$ cat src/fdbe_pkg.sv
// ----------------------------------------------------------------------------
// fdbe_pkg
// Shared sizes and types for the finite-difference back extrapolator.
// ----------------------------------------------------------------------------
package fdbe_pkg;

  // Longest sequence that enters the arithmetic.
  localparam int MAX_LEN    = 32;
  // Width of the internal wrapping arithmetic.
  localparam int DATA_WIDTH = 32;
  // Width of the sample and result fields on the ports.
  localparam int SAMPLE_W   = 32;

  // Sample counter holds 0..MAX_LEN; level address holds 0..MAX_LEN-1.
  localparam int CNT_W  = $clog2(MAX_LEN + 1);
  localparam int ADDR_W = $clog2(MAX_LEN);

  typedef logic [DATA_WIDTH-1:0] data_t;
  typedef logic [CNT_W-1:0]      cnt_t;
  typedef logic [ADDR_W-1:0]     addr_t;

  // Sequencer states, one-hot.
  typedef enum logic [3:0] {
    S_IDLE   = 4'b0001,
    S_WALK   = 4'b0010,
    S_TAIL   = 4'b0100,
    S_FINISH = 4'b1000
  } state_t;

endpackage

$ cat src/fdbe_ram.sv
// ----------------------------------------------------------------------------
// fdbe_ram
// Simple dual-port RAM: one write port, one read port, registered read data.
// ----------------------------------------------------------------------------
module fdbe_ram #(
  parameter int WIDTH = 32,
  parameter int DEPTH = 32
) (
  input  logic                     clk,
  input  logic                     we,
  input  logic [$clog2(DEPTH)-1:0] waddr,
  input  logic [WIDTH-1:0]         wdata,
  input  logic [$clog2(DEPTH)-1:0] raddr,
  output logic [WIDTH-1:0]         rdata
);

  logic [WIDTH-1:0] mem [DEPTH];
  logic [WIDTH-1:0] rdata_r;

  always_ff @(posedge clk) begin
    if (we) begin
      mem[waddr] <= wdata;
    end
    rdata_r <= mem[raddr];
  end

  assign rdata = rdata_r;

endmodule

$ cat src/finite_difference_back_extrapolator.sv
// ----------------------------------------------------------------------------
// finite_difference_back_extrapolator
// Newton forward-difference extrapolation of a sequence one step before start.
// ----------------------------------------------------------------------------
// Usage:
//   Input channel (in_*): one item per sample, in_tdata the sample, in_tlast
//   set on the final sample of a sequence.
//   Output channel (out_*): one item per sequence, issued after the final
//   sample; out_tdata is the extrapolated value before the first sample,
//   out_tuser flags a sequence longer than MAX_LEN samples (result then built
//   from the first MAX_LEN samples only).
//   Timing: sample k of a sequence (counting from 0) is accepted, then walks
//   difference levels 0..k-1 through the level RAM (one read-modify-write per
//   cycle on its single read port and single write port), then stores the
//   new top level k and updates the sum, then finishes. Samples past MAX_LEN
//   go straight from accept to finish, outside the arithmetic.
//   The result is loaded into the output register at the end of the finish
//   cycle and is offered on out_tvalid from the next cycle on.
//   Reset: rst_n low clears the state, counter, sum, overflow flag and the
//   output valid flag. The level RAM needs no clearing: level j is always
//   written by the current sequence before its value is used.
//   Stall: the output register holds its item until taken. The block keeps
//   accepting samples while it waits and only holds in the finish step when
//   a second result is ready before the first has been taken.
// ----------------------------------------------------------------------------
module finite_difference_back_extrapolator (
  input  logic                           clk,
  input  logic                           rst_n,
  // in_tdata: [31:0] sample
  input  logic                           in_tvalid,
  output logic                           in_tready,
  input  logic [fdbe_pkg::SAMPLE_W-1:0]  in_tdata,
  input  logic                           in_tlast,
  // out_tdata: [31:0] previous_value
  output logic                           out_tvalid,
  input  logic                           out_tready,
  output logic [fdbe_pkg::SAMPLE_W-1:0]  out_tdata,
  // out_tuser: [0] too_long
  output logic                           out_tuser
);

  import fdbe_pkg::*;

  state_t state_r, state_nxt;

  // Per-item working registers.
  data_t d_r, d_nxt;        // difference carried up the levels
  cnt_t  k_r, k_nxt;        // index of the sample being processed
  addr_t j_r, j_nxt;        // level being walked
  logic  last_r, last_nxt;

  // Per-sequence state.
  cnt_t  count_r, count_nxt;
  data_t sum_r, sum_nxt;
  logic  ovf_r, ovf_nxt;

  // Output register.
  logic                out_valid_r, out_valid_nxt;
  logic [SAMPLE_W-1:0] out_data_r, out_data_nxt;
  logic                out_user_r, out_user_nxt;

  // Level RAM ports.
  logic  ram_we;
  addr_t ram_waddr;
  data_t ram_wdata;
  addr_t ram_raddr;
  data_t ram_rdata;

  logic in_fire;
  logic walk_done;
  logic out_free;

  assign in_fire   = in_tvalid && in_tready;
  assign walk_done = (CNT_W'(j_r) + CNT_W'(1)) == k_r;
  assign out_free  = !out_valid_r || out_tready;

  fdbe_ram #(
    .WIDTH (DATA_WIDTH),
    .DEPTH (MAX_LEN)
  ) u_level_ram (
    .clk   (clk),
    .we    (ram_we),
    .waddr (ram_waddr),
    .wdata (ram_wdata),
    .raddr (ram_raddr),
    .rdata (ram_rdata)
  );

  always_comb begin
    state_nxt     = state_r;
    d_nxt         = d_r;
    k_nxt         = k_r;
    j_nxt         = j_r;
    last_nxt      = last_r;
    count_nxt     = count_r;
    sum_nxt       = sum_r;
    ovf_nxt       = ovf_r;
    out_valid_nxt = out_valid_r && !out_tready;
    out_data_nxt  = out_data_r;
    out_user_nxt  = out_user_r;

    ram_we    = 1'b0;
    ram_waddr = j_r;
    ram_wdata = d_r;
    // Level 0 is read on accept; each walk step reads the level above.
    ram_raddr = (state_r == S_WALK) ? addr_t'(j_r + addr_t'(1)) : '0;

    case (state_r)
      S_IDLE: begin
        if (in_fire) begin
          d_nxt    = DATA_WIDTH'($signed(in_tdata));
          k_nxt    = count_r;
          j_nxt    = '0;
          last_nxt = in_tlast;
          if (count_r == cnt_t'(MAX_LEN)) begin
            // Sample past the limit: drop it from the arithmetic.
            ovf_nxt   = 1'b1;
            state_nxt = S_FINISH;
          end else if (count_r == '0) begin
            state_nxt = S_TAIL;
          end else begin
            state_nxt = S_WALK;
          end
        end
      end
      S_WALK: begin
        // Replace level j with the incoming difference, carry the new one up.
        ram_we    = 1'b1;
        ram_waddr = j_r;
        ram_wdata = d_r;
        d_nxt     = d_r - ram_rdata;
        j_nxt     = addr_t'(j_r + addr_t'(1));
        if (walk_done) begin
          state_nxt = S_TAIL;
        end
      end
      S_TAIL: begin
        // Open level k and fold its leading difference into the sum.
        ram_we    = 1'b1;
        ram_waddr = k_r[ADDR_W-1:0];
        ram_wdata = d_r;
        sum_nxt   = k_r[0] ? (sum_r - d_r) : (sum_r + d_r);
        count_nxt = cnt_t'(k_r + cnt_t'(1));
        state_nxt = S_FINISH;
      end
      S_FINISH: begin
        if (!last_r) begin
          state_nxt = S_IDLE;
        end else if (out_free) begin
          out_valid_nxt = 1'b1;
          out_data_nxt  = SAMPLE_W'(sum_r);
          out_user_nxt  = ovf_r;
          count_nxt     = '0;
          sum_nxt       = '0;
          ovf_nxt       = 1'b0;
          state_nxt     = S_IDLE;
        end
      end
      default: begin
        state_nxt = S_IDLE;
      end
    endcase
  end

  always_ff @(posedge clk) begin
    if (!rst_n) begin
      state_r     <= S_IDLE;
      count_r     <= '0;
      sum_r       <= '0;
      ovf_r       <= 1'b0;
      out_valid_r <= 1'b0;
    end else begin
      state_r     <= state_nxt;
      count_r     <= count_nxt;
      sum_r       <= sum_nxt;
      ovf_r       <= ovf_nxt;
      out_valid_r <= out_valid_nxt;
    end
  end

  // Payload registers: no reset needed.
  always_ff @(posedge clk) begin
    d_r        <= d_nxt;
    k_r        <= k_nxt;
    j_r        <= j_nxt;
    last_r     <= last_nxt;
    out_data_r <= out_data_nxt;
    out_user_r <= out_user_nxt;
  end

  assign in_tready  = (state_r == S_IDLE);
  assign out_tvalid = out_valid_r;
  assign out_tdata  = out_data_r;
  assign out_tuser  = out_user_r;

endmodule

$ cat config.mk
export PLATFORM = sky130hd
export DESIGN_NAME = finite_difference_back_extrapolator
export DESIGN_NICKNAME = d
export VERILOG_FILES = /design/src/fdbe_pkg.sv /design/src/fdbe_ram.sv /design/src/finite_difference_back_extrapolator.sv
export SDC_FILE = /design/constraint.sdc
export NUM_CORES = 2
export LEC_CHECK = 0
export ABC_AREA = 1
export BUFFER_PORTS_ARGS = -buffer_cell sky130_fd_sc_hd__buf_2
export CORE_MARGIN = 3
export CORE_UTILIZATION = 23
export CTS_BUF_LIST = sky130_fd_sc_hd__clkbuf_8
export DETAILED_ROUTE_END_ITERATION = 7
export PLACE_DENSITY = 0.33
export SYNTH_ARGS = -nofsm -noshare
export SYNTH_HDL_FRONTEND = slang
export SYNTH_HIERARCHICAL = 1
export SYNTH_SLANG_ARGS = --single-unit
$ cat constraint.sdc
create_clock -name clk -period 6.85 [get_ports clk]
set_input_delay 0.3425 -clock clk [delete_from_list [all_inputs] [get_ports clk]]
set_output_delay 0.3425 -clock clk [all_outputs]
set_load 0.005 [all_outputs]
==> results.ini <==
[die]
ios = 72
die_y_um = 482
core_area_sq_um = 225000
dieArea_sq_um = 232000
fp-row-count = 174
start_util = 0.232
die_w_um = 482

[critical_path]
critPathBufInv = 1
path_delay_family = simple AND/OR/NAND/NOR gates
reg2reg_to = sum_r[30]
crit_type = reg -> reg
cp-endpoint = sum_r[30]
rrSetupSlack_ns = 2.48
timing.rr.start = d_r[1]
rr_worst_depth = 19
arrival_ns = 5.17
cp-start-kind = register
path_cells = inv_1, ha_1, nand2_1, nor2_2, nand2_2, nor2_4, a21oi_2, nor2_4, xor2_1, ha_1, nand2_1, nor2_1, nand2_1, nor2_1, nand2_1, nand2_1, nand2_1, nand3_1, a21oi_1
path_depth = 19
crit_top_cell = nand2_1
critical_path.startpoint = d_r[1]
worst-path-max-fanout = 34
required_ns = 7.65
slowest_stage = edfxtp_1
critPathMaxStageDelay_ns = 1.22
end_kind = register

[synthesis]
synth_top_cell_by_area = edfxtp_1
yosys.cell_types.count = 50
synth-seq-cells = 1177
netlist_area_sq_um = 52100
yosys_warnings = 6
ys_seq_area_frac = 0.663
synth_nets = 5074
synthTopCellsByArea = edfxtp_1, nand2_1, nand3_1, dfxtp_1, ha_1
netlist_instances = 4970
yosys.area.top_type_share = 0.634
avgSynthCellArea_sq_um = 10.5

[layout]
final_common_cell = nand2_1
fin_nets = 5281
syn2layout_area_growth_pct = 16.0
layout_common_cells = nand2_1, edfxtp_1, nand3_1
layout-drive-gt1-share = 0.103
fillers = 24000

[clocking]
cts_sinks = 1177
clock_latency_ns = 0.96
clkTransAtPathRegs_ns = 0.06
cts_made_buffers = 213
htreeDepth = 4
cts_tree = done
cts_buffer_depth = 3
ctsResizeCount = 0
cts_root_buf = clkbuf_8

[timing]
setup-tns-final_ns = 0
rsz0062_at_grt = false
min_period_over_period = 0.637
drv_slew = 0
hold_viol = 0
fmax_ghz = 0.229
period_needed_ns = 4.37
worstMarginPinSlew_ns = 1.31
setup_viol = 0
skew_ns = 0.0561
max-slew-margin-rel = 0.125

[flow_run]
drv_cap = 0

[place]
io_buffers = 71
globalplace.congestion = 0.812
hpwl_mm = 113

[route]
first_pass_iters = 7
drt_iter0_markers = 2468
vias_per_cell = 4.45
routed_wl_mm = 195
ant_nets = 0
vias = 37100
drcViolationCount = 0
routedWlPerCell_um = 23.3

[global_route]
grt_max_degree = 249
overflow = 0
grt_pass1_wl_mm = 277
grt_usage = 0.165
grt_pass1_vias = 37000
antenna_found_initial = 8

[power]
power_density_nw_per_um2 = 297
power_switching_uw = 5510
intPower_uw = 12500
clockPowerShare = 0.358
swShare = 0.307
p_leak_uw = 0.0227
pwr-share-comb = 0.162
total_power_uw = 18000
vdd_drop_max_mv = 0.172
seqPwrFrac = 0.481

[worst_hold_path]
min_path_type = in -> reg

[run_status]
status = finished clean

==> cell type report <==
type	instances	area, sq um	share of cell area
Multi-Input combinational cell	3342	15400	0.255
Tap cell	2992	3740	0.0619
Inverter	210	830	0.0137
Timing Repair Buffer	233	1850	0.0307
Clock inverter	164	881	0.0146
Antenna cell	4	10.0	0.000166
Clock buffer	231	3180	0.0526
Sequential cell	1177	34600	0.572
==> worst reg2reg max path: stages, from the launching register on <==
cell      delay, ns
edfxtp_1       1.22
inv_1          0.32
ha_1           0.31
nand2_1        0.14
nor2_2         0.08
nand2_2        0.10
nor2_4         0.05
a21oi_2        0.22
nor2_4         0.07
xor2_1         0.16
ha_1           0.45
nand2_1        0.19
nor2_1         0.33
nand2_1        0.13
nor2_1         0.10
nand2_1        0.09
nand2_1        0.09
nand2_1        0.05
nand3_1        0.07
a21oi_1        0.06
==> cells in the mapped netlist (all sizes together) <==
cell	count
o21bai	9
inv	208
or3	1
nor2	187
or2	11
and3b	1
dfxtp	76
o31ai	2
nor4	3
xnor2	24
xor2	27
o311ai	1
clkinv	2
buf	207
o21ai	61
a21oi	108
nand3	867
a211oi	1
nand2	1907
a31oi	3
ha	65
o21a	3
and3	1
fa	2
a21o	7
nand3b	16
a21boi	2
nor3	18
clkbuf	34
nand4	15
edfxtp	1101
==> through the flow <==
step           instance area (sq um)  instances  worst slack [ns]   util  hold slack [ns]
4_1_cts                        60500       8349              2.41  0.269           0.0247
6_report                       60500       8353              2.48  0.269            0.155
2_1_floorplan                  52100       4970              3.12      -            0.408
3_5_place_dp                   56000       7916              2.44  0.249            0.419
5_1_grt                        60500       8352              2.03  0.269           0.0740
3_3_place_gp                   56000       7916              2.37  0.249            0.420
==> power by group through the flow <==
stage | Clock, uW | Sequential (uW) | Combinational (uW)
2_1_floorplan | 0 | 8940 | 1460
3_3_place_gp | 0 | 8790 | 2960
3_5_place_dp | 0 | 8790 | 2930
4_1_cts | 6710 | 8640 | 2960
5_1_grt | 7020 | 8650 | 3240
6_report | 6420 | 8630 | 2910
==> worst min-delay path by stage <==
stage / from / end / cells after the start
floorplan: ovf_r / out_tuser / 0
global placement: ovf_r / out_tuser / 0
CTS: in_tlast / last_r / 2
global route: in_tlast / last_r / 2
detailed placement: ovf_r / out_tuser / 0
finish: in_tlast / last_r / 2
==> cells by family (layout without fill, tap and decap cells) <==
family	count (synthesis)	in the layout	synth area share
xor gates and xnor gates	51	51	0.00857
and+or+nand+nor	3027	3027	0.244
buffers and inverters	451	838	0.0472
DFF	1177	1177	0.663
adders and majority gates	67	67	0.0164
AOI/OAI and AO/OA	197	197	0.0210
other	0	4	0
==> flip-flops by register name, indices dropped and copies added (netlist names) <==
signal,flops
out_tdata,32
count_r,6
u_level_ram/mem,1024
j_r,5
k_r,6
d_r,32
last_r,1
out_tuser,1
state_r,4
ovf_r,1
out_tvalid,1
u_level_ram/rdata,32
sum_r,32
==> routing by layer <==
layer	wire length [um]	up-vias	GRT usage	share of wire
met5	0	-	0	0
met4	3470	0	0.0357	0.018
met3	7060	217	0.0230	0.036
met2	90700	739	0.270	0.47
met1	93400	18700	0.232	0.48
li1	-	17500	-	-
==> what timing repair did <==
action	4_1_cts	5_1_grt
hold buffers	38	0
setup buffers	0	0
endpoints found under the hold margin	45	0
Note: power is estimated with default switching activity, not from simulation.
